===== src/rtl/bgs_pkg.sv =====
// Package for the block-growth stack array: sizes, codes and the control
// record passed from the operation decoder to the top level.
// Depends on nothing.
package bgs_pkg;

  // Built depth of the element store and the widths that follow from it.
  localparam int MaxDepth = 1024;
  localparam int ElemW    = 32;
  localparam int AddrW    = $clog2(MaxDepth);
  localparam int CntW     = AddrW + 1;
  localparam int IdxW     = 10;
  localparam int CfgW     = 11;
  localparam int ApbDataW = 32;
  localparam int ApbAddrW = 3;

  // Reset values of the configuration registers.
  localparam logic [CfgW-1:0] InitCapReset   = CfgW'(16);
  localparam logic [CfgW-1:0] BlockSizeReset = CfgW'(16);

  // Register indexes, taken from byte address bit 2.
  localparam logic RegInitCap   = 1'b0;
  localparam logic RegBlockSize = 1'b1;

  typedef enum logic [1:0] {
    OpAppend = 2'd0,
    OpRemove = 2'd1,
    OpGet    = 2'd2,
    OpSet    = 2'd3
  } opcode_e;

  typedef enum logic [1:0] {
    StOk     = 2'd0,
    StUnconf = 2'd1,
    StAlloc  = 2'd2,
    StOob    = 2'd3
  } status_e;

  // Decoded effect of one operation.
  typedef struct packed {
    status_e              status;
    logic [CntW-1:0]      next_count;
    logic [CntW-1:0]      next_cap;
    logic                 we;
    logic [AddrW-1:0]     waddr;
    logic                 re;
    logic [AddrW-1:0]     raddr;
    logic                 use_rd;
  } ctrl_t;

endpackage


===== src/rtl/bgs_ctrl.sv =====
// Operation decoder for the block-growth stack array: works out status,
// new count and capacity, and the element store access for one operation.
// Depends on bgs_pkg.
module bgs_ctrl import bgs_pkg::*; (
  input  logic [1:0]      opcode_i,
  input  logic [IdxW-1:0] index_i,
  input  logic [CntW-1:0] count_i,
  input  logic [CntW-1:0] cap_i,
  input  logic [CfgW-1:0] init_cap_i,
  input  logic [CfgW-1:0] block_size_i,
  output ctrl_t           ctrl_o
);

  logic            unconf;
  logic            full;
  logic            grow_ok;
  logic            shrink;
  logic [CntW:0]   grown;
  logic [CntW:0]   gap;
  logic [CntW:0]   twice_bs;
  logic [CntW-1:0] cnt_dec;
  logic [CntW-1:0] shrunk;

  // Shared arithmetic for the capacity checks.
  always_comb begin
    unconf   = ((init_cap_i == '0) && (block_size_i == '0)) ||
               (init_cap_i > CfgW'(MaxDepth));
    full     = (count_i >= cap_i);
    grown    = {1'b0, cap_i} + {1'b0, block_size_i};
    grow_ok  = (block_size_i != '0) && (grown <= (CntW + 1)'(MaxDepth));
    cnt_dec  = count_i - CntW'(1);
    // A wrapped difference comes out large, as with unsigned arithmetic.
    gap      = {1'b0, cap_i} - {1'b0, cnt_dec};
    twice_bs = {block_size_i, 1'b0};
    shrink   = (block_size_i != '0) && (cap_i > init_cap_i) && (gap >= twice_bs);
    shrunk   = (cap_i - block_size_i < init_cap_i) ? init_cap_i
                                                   : cap_i - block_size_i;
  end

  // Per-operation decode.
  always_comb begin
    ctrl_o            = '0;
    ctrl_o.status     = StOk;
    ctrl_o.next_count = count_i;
    ctrl_o.next_cap   = cap_i;
    ctrl_o.waddr      = count_i[AddrW-1:0];
    ctrl_o.raddr      = index_i[AddrW-1:0];
    if (unconf) begin
      ctrl_o.status = StUnconf;
    end else begin
      unique case (opcode_e'(opcode_i))
        OpAppend: begin
          if (!full || grow_ok) begin
            // The grown capacity stands even if the store itself is full.
            if (full) begin
              ctrl_o.next_cap = grown[CntW-1:0];
            end
            if (count_i < CntW'(MaxDepth)) begin
              ctrl_o.we         = 1'b1;
              ctrl_o.next_count = count_i + CntW'(1);
            end else begin
              ctrl_o.status = StAlloc;
            end
          end else begin
            ctrl_o.status = StAlloc;
          end
        end
        OpRemove: begin
          if (count_i == '0) begin
            ctrl_o.status = StOob;
          end else begin
            ctrl_o.next_count = cnt_dec;
            ctrl_o.re         = 1'b1;
            ctrl_o.raddr      = cnt_dec[AddrW-1:0];
            ctrl_o.use_rd     = 1'b1;
            if (shrink) begin
              ctrl_o.next_cap = shrunk;
            end
          end
        end
        OpGet: begin
          if ({1'b0, index_i} >= count_i) begin
            ctrl_o.status = StOob;
          end else begin
            ctrl_o.re     = 1'b1;
            ctrl_o.use_rd = 1'b1;
          end
        end
        OpSet: begin
          if ({1'b0, index_i} >= count_i) begin
            ctrl_o.status = StOob;
          end else begin
            ctrl_o.we    = 1'b1;
            ctrl_o.waddr = index_i[AddrW-1:0];
          end
        end
      endcase
    end
  end

endmodule


===== config.mk =====
export PLATFORM = sky130hd
export DESIGN_NAME = bgs_ctrl
export DESIGN_NICKNAME = d
export VERILOG_FILES = /design/src/rtl/bgs_pkg.sv /design/src/rtl/bgs_ctrl.sv
export SDC_FILE = /design/constraint.sdc
export NUM_CORES = 1
export LEC_CHECK = 0
export BUFFER_PORTS_ARGS = -buffer_cell sky130_fd_sc_hd__buf_2
export CAP_MARGIN = 20
export CORE_ASPECT_RATIO = 1.1
export CORE_MARGIN = 2
export CORE_UTILIZATION = 58
export DETAILED_ROUTE_END_ITERATION = 12
export PLACE_DENSITY = 0.85
export SLEW_MARGIN = 20
export SYNTH_ARGS = -nofsm -noshare
export SYNTH_HDL_FRONTEND = slang
export SYNTH_SLANG_ARGS = --single-unit
export TNS_END_PERCENT = 10

===== constraint.sdc =====
create_clock -name vclk -period 9.5
set_clock_uncertainty 0.05 [all_clocks]
set_input_delay 1.9 -clock vclk [all_inputs]
set_output_delay 1.9 -clock vclk [all_outputs]
set_load 0.03 [all_outputs]

== Word-level counts from Yosys, hierarchy flattened ==
Index checks and enable logic that the tools add are counted.
Word-level totals
  input port bits: 56
  logic and storage cells: 52
  register bits after elaboration: 0
  output and inout bits: 47
Operators by class
  $lt $le $gt $ge: 8
  muxes and demuxes: 23
  reduce and logical (&&, ||, !) cells: 13
  $add $sub $neg: 5
  equal/unequal tests: 3
Operators by type and width (count)
  $mux 11: 5
  $mux 45: 1
  $pmux 22 s2: 1
  $logic_not 11->1: 3
  $mux 23: 1
  $mux 22: 1
  $mux 10: 2
  $add 11x11->12: 1
  $ge 12x12->1: 1
  $le 12x11->1 const B: 1
  $mux 12: 1
  $sub 11x11->12: 1
  $add 11x1->11 const B: 1
  $ge 10x11->1: 1
  $ge 11x11->1: 1
  $gt 11x11->1: 1
  $gt 11x11->1 const B: 1
  $lt 11x11->1: 1
  $lt 11x11->1 const B: 1
  $reduce_bool 11->1: 1
  $sub 11x1->11 const B: 1
  $sub 11x11->11: 1
  $mux 2: 5
  $pmux 1 s2: 3
  other kinds (9): 15

== Depth between registers and ports, before layout ==
Gate-level depths: netlist of run 1.
  word-level depth: 8
  gate-level depth with buffers: 23

== Least setup slack after synthesis of run 1 ==
Ideal clock, no wire load.
  path type: input to output
  from: input count_i[0]
  to: output ctrl_o[31] in the netlist's numbering
  path slack: 0.739 ns
  stages on the path: 22
  data arrival time: 6.811 ns
  path through: inv_1 ha_1 xnor2_1 ha_1 nor2b_1 a211oi_1 a21oi_1 a21o_1 maj3_1 maj3_2 maj3_1 xnor2_1 ha_1 a21o_1 a21o_1 a21oi_1 nand2_1 o2111ai_1 a311oi_1 clkbuf_1 mux2i_1 o221ai_1
RTL lines
  start: declaration: line bgs_ctrl.sv:7  | input logic [CntW-1:0] count_i,
  end: declaration: line bgs_ctrl.sv:11  | output ctrl_t ctrl_o

==> impl_metrics.yaml, run 1 <==
run_status:
  status: "completed"
grt:
  grt_max_degree: 20
  antenna_found_initial: 0
  grt-ovfl-total: 0
  track_usage: 0.350
  first_global_vias: 4907
  use_met2: 0.634
  grt.busiest_layer: "met2"
  met3_usage: 0.0225
  grt_pass1_wl_mm: 23.5
  grt_use_met1: 0.420
drt:
  firstDrtPassIters: 5
  viasPerCell: 6.57
  drcViolationCount: 0
  routedWlPerCell_um: 18.9
  drt_iter0_drc: 295
  ant_nets: 0
  vias: 5176
  wirelength_mm: 14.9
logic_synthesis:
  avgSynthCellArea_um2: 7.13
  synth_area_leaders: "ha_1 24%, inv_1 5.4%, xnor2_1 5.2%, o21ai_0 5.1%, a21oi_1 4.7%"
  synth_cell_types: 70
  synth_top_area_share: 0.244
  synth_warnings: 0
  synth_nets: 764
  synth_largest_area_cell: "ha_1"
  synth_cells: 619
  synth-seq-area-share: 0
  syn-cell-area_um2: 4410
worst_setup_path:
  end_kind: "primary output"
  worst_path_max_delay_cell: "a311oi_4"
  cpPeakStageDelay_ns: 0.46
  path_class: "in -> out"
  critPathRequiredTime_ns: 7.55
  start_kind: "input pin"
  critPathMaxFanout: 9
  critPathArrivalTime_ns: 7.14
hold_path:
  worst_hold_path_type: "in -> out"
  worstHoldStart: "index_i[5]"
  hold_path_end: "ctrl_o[6]"
  hold_depth: 4
final_layout:
  final_net_count: 848
  fin_area_um2: 4970
  area_delta_synth_final_pct: 12.6
  layout_common_cells: "103 x buf_2, 86 x ha_1, 64 x inv_1"
  layout_commonest_cell: "buf_2"
  finalNonFillerCells: 788
  drive_above_1_share: 0.198
  final-seq-area_um2: 0
  nClkBuffers: 0
  sequential_cell_total: 0
  num_antenna_cells: 0
die:
  start_util: 0.594
  die_w_um: 87.2
  core_um2: 7430
  die-height_um: 95.5
  pin_count: 103
  rows: 33
  die_area_um2: 8320
flow_run:
  maxCapViolCount: 0
timing:
  fin_setup_tns_ns: 0
  tightest_slew_ns: 0.784
  rsz0062_at_grt: "false"
  max_clock_freq_mhz: 110
  relSlewSlack: 0.476
  period_minus_slack_ns: 9.09
  slew_violations: 0
  finalCritPeriodShare: 0.956
  timing.hold.ws_ns: 4.12
  finalHoldViolations: 0
  finalSetupViolCount: 0
place:
  hpwl_mm: 12.5
  place_inst: 788
  port_buffers: 103
  gp_congestion: 0.962
  dpl_cell_area_um2: 4960
power_and_ir_drop:
  p_leak_nw: 2.44
  power_density_nw_per_um2: 75.5
  ir_worst_vdd_v: 0.0000380
clocking:
  cts_setup_buffers: 0
area by class of cell:
class	count	area (um2)
Multi-Input combinational cell	531	4080
Fill cell	704	2460
Timing Repair Buffer	106	538
Inverter	64	240
Tap cell	87	109
worst max-delay path: cells and delay by family:
family / cells / cell delay (ns)
mux: 1 / 0.22
simple gates: 2 / 0.24
fa+ha+maj: 6 / 1.90
compound gates: 10 / 1.69
xor+xnor: 2 / 0.41
buf+inv: 4 / 0.77
layer usage:
| metal | share of wire | wire, um |
|---|---|---|
| met5 | 0 | 0 |
| met4 | 0.052 | 768 |
| met3 | 0.062 | 922 |
| met2 | 0.49 | 7330 |
| met1 | 0.39 | 5880 |
cell families after synthesis:
kind of cell	after synthesis	synth area share
AND/OR/NAND/NOR	181	0.218
XOR/XNOR	32	0.0635
AO/OA/AOI/OAI	198	0.307
adder cells (fa/ha/maj)	95	0.272
buffers and inverters	88	0.0786
multiplexers	25	0.0604
repair_timing:
item / 4_1_cts / 5_1_grt
endpoints found under the setup margin: 0 / 1
hold buffers: 0 / 0
gates resized for setup: 0 / 1
Yosys cell counts (all sizes together) (12+ instances only):
library cell and n:
o211ai 14, o21ai 45, mux2 13, a21oi 41
ha 86, inv 64, nand3 14, nor2 40
a21o 15, xnor2 26, nor3 17, nand2 41
o21a 14, mux2i 12, clkbuf 18
power by group:
| part | leakage [nW] | switching [W] | internal (W) | total [W] |
|---|---|---|---|---|
| logic | 2.44 | 0.000232 | 0.000143 | 0.000375 |
| clock network | 0 | 0 | 0 | 0 |
| registers | 0 | 0 | 0 | 0 |
| total | 2.44 | 0.000232 | 0.000143 | 0.000375 |
worst max-delay path by stage:
stage | from | endpoint | slack, ns | cells after the start
floorplan | count_i[0] | ctrl_o[31] | 0.74 | 22
global placement | count_i[0] | ctrl_o[25] | 0.56 | 25
finish | count_i[0] | ctrl_o[26] | 0.41 | 25
global route | count_i[0] | ctrl_o[27] | 0.08 | 25
detailed placement | count_i[0] | ctrl_o[26] | 0.37 | 25
CTS | count_i[0] | ctrl_o[26] | 0.36 | 25
stage by stage:
step	power, W	worst slack (ns)	util
6_report	0.000375	0.414	0.669
2_1_floorplan	0.000264	0.739	-
4_1_cts	0.000369	0.358	0.667
3_3_place_gp	0.000359	0.560	0.667
5_1_grt	0.000410	0.0848	0.669
3_5_place_dp	0.000367	0.368	0.667
No activity file was read; power rests on OpenSTA's default activity.
==> run 2, diff against run 1 <==
--- a/config.mk
+++ b/config.mk
@@ -7,11 +7,10 @@
 export LEC_CHECK = 0
 export BUFFER_PORTS_ARGS = -buffer_cell sky130_fd_sc_hd__buf_2
 export CAP_MARGIN = 20
-export CORE_ASPECT_RATIO = 1.1
 export CORE_MARGIN = 2
-export CORE_UTILIZATION = 58
+export CORE_UTILIZATION = 45
 export DETAILED_ROUTE_END_ITERATION = 12
-export PLACE_DENSITY = 0.85
+export PLACE_DENSITY = 0.69
 export SLEW_MARGIN = 20
 export SYNTH_ARGS = -nofsm -noshare
 export SYNTH_HDL_FRONTEND = slang
==> run 2 against run 1 <==
  * Critical endpoint is now ctrl_o[30]
  * Sequential share of layout area unchanged
  * Hold slack got worse by 0.0013 ns
  * Die area increased by 28%
  * Critical path depth is the same
  * Non-clock buffer count grew 1
  * Combinational power about the same
  * Highest routed layer unchanged
==> impl_metrics.yaml, run 2 (synthesized netlist as in run 1, its figures left out) <==
run_status:
  status: "completed"
die:
  start_util: 0.458
  rows: 36
  die_w_um: 103
  die_area_um2: 10600
  core_um2: 9640
  die-height_um: 103
  pin_count: 103
grt:
  grt_max_degree: 20
  first_global_vias: 4771
  grt-ovfl-total: 0
  antenna_found_initial: 0
  grt_pass1_wl_mm: 23.7
  track_usage: 0.280
final_layout:
  drive_above_1_share: 0.199
  fin_area_um2: 5020
  multi_input_area_um2: 4070
  nFillCells: 988
  layout_commonest_cell: "buf_2"
  final_net_count: 849
  final-seq-area_um2: 0
  area_delta_synth_final_pct: 13.9
  sequential_cell_total: 0
  layout_common_cells: "103 x buf_2, 86 x ha_1, 64 x inv_1"
  num_antenna_cells: 0
  nClkBuffers: 0
worst_setup_path:
  critPathRequiredTime_ns: 7.55
  critPathArrivalTime_ns: 7.00
  crit_start: "count_i[0]"
  critPathMaxFanout: 17
  cpPeakStageDelay_ns: 0.40
  end_kind: "primary output"
  cp-endpoint: "ctrl_o[30]"
  start_kind: "input pin"
  worst_path_max_delay_cell: "maj3_1"
  path_class: "in -> out"
timing:
  finalSetupViolCount: 0
  period_minus_slack_ns: 8.95
  rsz0062_at_grt: "false"
  slew_violations: 0
  relSlewSlack: 0.443
  finalCritPeriodShare: 0.942
  fin_setup_tns_ns: 0
  timing.hold.ws_ns: 4.12
  tightest_slew_ns: 0.836
  max_clock_freq_mhz: 112
  finalHoldViolations: 0
power_and_ir_drop:
  p_leak_nw: 2.44
  power_density_nw_per_um2: 74.5
  ir_worst_vdd_v: 0.0000347
drt:
  wirelength_mm: 15.0
  vias: 4986
  routedWlPerCell_um: 18.0
  firstDrtPassIters: 5
  drcViolationCount: 0
  drt_iter0_drc: 218
  ant_nets: 0
  viasPerCell: 5.97
place:
  dpl_cell_area_um2: 5020
  port_buffers: 103
  gp_congestion: 0.902
  hpwl_mm: 12.6
hold_path:
  worst_hold_path_type: "in -> out"
  hold_depth: 4
flow_run:
  maxCapViolCount: 0
clocking:
  post_cts_resized: 0
  cts_hold_buf: 0
  cts_setup_buffers: 0
==> run 2: changes by cell type in the layout (fill, tap and decap cells not counted), sizes merged <==
cell / previous run / this run
buf: 106 / 107
==> run 2: worst max-delay path: cells and delay by family <==
kind                       cells  cell delay [ns]
adders and majority gates      6             1.91
AOI/OAI and AO/OA             11             1.78
buffers and inverters          4             0.79
xor gates and xnor gates       2             0.38
and+or+nand+nor                2             0.24
==> run 2: routing by layer <==
layer | GRT usage | share of wire
met1 | 0.361 | 0.44
met2 | 0.512 | 0.48
met3 | 0.0156 | 0.054
met4 | 0.0587 | 0.023
met5 | 0 | 0
==> run 2: worst min path at each step <==
stage | from | endpoint
after floorplan | count_i[0] | ctrl_o[1]
after global placement | index_i[4] | ctrl_o[5]
after detailed placement | index_i[4] | ctrl_o[5]
after CTS | index_i[4] | ctrl_o[5]
after global routing | index_i[5] | ctrl_o[6]
final | index_i[4] | ctrl_o[5]
==> run 2: cell type report <==
cell class | count | share of cell area
inverters | 64 | 0.0478
multi-input cells | 531 | 0.810
well taps | 133 | 0.0331
repair buffers | 107 | 0.109
==> run 2: report_power, final <==
group / internal [W] / leakage [nW] / switching [W]
Combinational: 0.000144 / 2.44 / 0.000230
Clock: 0 / 0 / 0
Sequential: 0 / 0 / 0
==> run 2: metrics by stage <==
step	std cells	setup slack, ns	util	total power (W)
global placement	835	0.791	0.521	0.000365
CTS	835	0.610	0.521	0.000372
detailed placement	835	0.632	0.521	0.000369
finish	835	0.547	0.521	0.000374
global route	835	0.273	0.521	0.000411
floorplan	619	0.739	-	0.000264
==> run 3, diff against run 2 <==
--- a/config.mk
+++ b/config.mk
@@ -5,12 +5,13 @@
 export SDC_FILE = /design/constraint.sdc
 export NUM_CORES = 1
 export LEC_CHECK = 0
+export ABC_AREA = 1
 export BUFFER_PORTS_ARGS = -buffer_cell sky130_fd_sc_hd__buf_2
 export CAP_MARGIN = 20
 export CORE_MARGIN = 2
 export CORE_UTILIZATION = 45
 export DETAILED_ROUTE_END_ITERATION = 12
-export PLACE_DENSITY = 0.69
+export PLACE_DENSITY = 0.68
 export SLEW_MARGIN = 20
 export SYNTH_ARGS = -nofsm -noshare
 export SYNTH_HDL_FRONTEND = slang
==> run 3 against run 2 <==
  * Die area grew 11%
  * Cell count grew 33%
  * Wire length grew 12%
  * Largest power group unchanged
  * Highest routed layer unchanged
==> impl_metrics.yaml, run 3 <==
die:
  start_util: 0.456
  rows: 38
  die_w_um: 108
  die-height_um: 108
  core_um2: 10700
  die_area_um2: 11700
  pin_count: 103
power_and_ir_drop:
  power_w: 0.000397
  p_leak_nw: 3.14
  switchingPower_w: 0.000270
  seq_power_share: 0
  ir_worst_vdd_v: 0.0000294
  switching_share: 0.680
  power_density_nw_per_um2: 72.6
  p_int_w: 0.000127
  combPwrFrac: 1.000
  p_clk_frac: 0
logic_synthesis:
  syn-cell-area_um2: 4900
  synth_nets: 1038
  synth_top_area_share: 0.220
  synth_warnings: 0
  synth_cell_types: 45
  avgSynthCellArea_um2: 5.49
  synth_largest_area_cell: "ha_1"
  synth_area_leaders: "ha_1 22%, nand2_1 20%, inv_1 9.7%, nand3_1 7.9%, o21ai_0 5.5%"
  synth_cells: 893
  ys_top_cells_by_count: "260 x nand2_1, 126 x inv_1, 86 x ha_1, 77 x nand3_1, 60 x nor2_1"
  synth-seq-area-share: 0
  synth_most_common_cell: "nand2_1"
final_layout:
  fin_util: 0.509
  final_net_count: 1120
  area_delta_synth_final_pct: 11.7
  finalNonFillerCells: 1113
  layout_common_cells: "260 x nand2_1, 126 x inv_1, 103 x buf_2"
  sequential_cell_total: 0
  num_antenna_cells: 0
  drive_above_1_share: 0.144
  nFillCells: 1172
  nClkBuffers: 0
  final-seq-area_um2: 0
  layout_commonest_cell: "nand2_1"
grt:
  grt_pass1_wl_mm: 26.2
  grt-ovfl-total: 0
  first_global_vias: 5276
  grt_max_degree: 27
  antenna_found_initial: 0
  track_usage: 0.281
run_status:
  status: "completed"
place:
  gp_congestion: 0.947
  hpwl_mm: 13.9
  pre_cts_slack_ns: 1.68
  port_buffers: 103
  place_inst: 1113
clocking:
  post_cts_resized: 0
  cts_setup_buffers: 0
  cts_hold_buf: 0
timing:
  slew_violations: 0
  rsz0062_at_grt: "false"
  finalSetupViolCount: 0
  finalCritPeriodShare: 0.834
  relSlewSlack: 0.358
  period_minus_slack_ns: 7.92
  max_clock_freq_mhz: 126
  fin_setup_tns_ns: 0
  finalHoldViolations: 0
  postLayoutSetupSlackWorst_ns: 1.58
  tightest_slew_ns: 0.960
worst_setup_path:
  critPathArrivalTime_ns: 5.97
  cpPeakStageDelay_ns: 0.28
  cpMostUsedCell: "nand2_1"
  end_kind: "primary output"
  start_kind: "input pin"
  path_class: "in -> out"
  worst_path_max_delay_cell: "nor2_1"
  critPathRequiredTime_ns: 7.55
  critPathMaxFanout: 17
hold_path:
  worst_hold_path_type: "in -> out"
drt:
  wirelength_mm: 16.9
  routedWlPerCell_um: 15.2
  ant_nets: 0
  vias: 6021
  viasPerCell: 5.41
  drcViolationCount: 0
  firstDrtPassIters: 5
  drt_iter0_drc: 537
flow_run:
  maxCapViolCount: 0
[run 3: changes by cell type after synthesis, sizes merged, moves of 13 or more]
cell / delta
a21o: -15
nor2: +26
nand4: +21
mux2: -13
inv: +74
nand3: +63
xor2: +17
nand2: +224
xnor2: -21
[run 3: critical path: cells and delay by family]
kind / cells / cell delay [ns]
buffers and inverters: 7 / 1.13
AND/OR/NAND/NOR: 17 / 2.00
adder cells (fa/ha/maj): 2 / 0.48
XOR/XNOR: 1 / 0.20
AO/OA/AOI/OAI: 2 / 0.22
[run 3: layout make-up]
| class | instances | area (um2) | area share |
|---|---|---|---|
| multi-input combinational | 727 | 4240 | 0.774 |
| inverter | 141 | 529 | 0.0967 |
| tap | 140 | 175 | 0.0320 |
| timing repair buffer | 105 | 531 | 0.0970 |
[run 3: per-stage QoR]
| step | area (um2) | hold slack (ns) |
|---|---|---|
| final | 5470 | 4.16 |
| after global routing | 5470 | 4.18 |
| after CTS | 5470 | 4.16 |
| after detailed placement | 5470 | 4.15 |
| after global placement | 5470 | 4.16 |
| after floorplan | 4900 | 3.96 |
[run 3: cells by family after synthesis]
| group | synth area share |
|---|---|
| AOI/OAI and AO/OA | 0.166 |
| xor gates and xnor gates | 0.0516 |
| adders and majority gates | 0.232 |
| buffers and inverters | 0.135 |
| and+or+nand+nor | 0.415 |
[run 3: power groups by stage]
stage                     Clock (W)  Combinational [W]  Sequential [W]
after global routing              0           0.000444               0
after global placement            0           0.000389               0
after floorplan                   0           0.000287               0
after CTS                         0           0.000391               0
after detailed placement          0           0.000390               0
final                             0           0.000397               0
[run 3: path summary, 6_finish.rpt]
kind                        from          to  slack [ns]  cells after the start
worst min-delay path  index_i[8]  ctrl_o[20]        4.16                      4
worst max-delay path  count_i[1]  ctrl_o[26]        1.58                     29
[run 3: layer usage]
metal	vias up	track usage	wire, um
li1	3108	-	-
met1	2629	0.408	7750
met2	262	0.454	7320
met3	22	0.0259	1560
met4	0	0.0467	250
met5	-	0	0
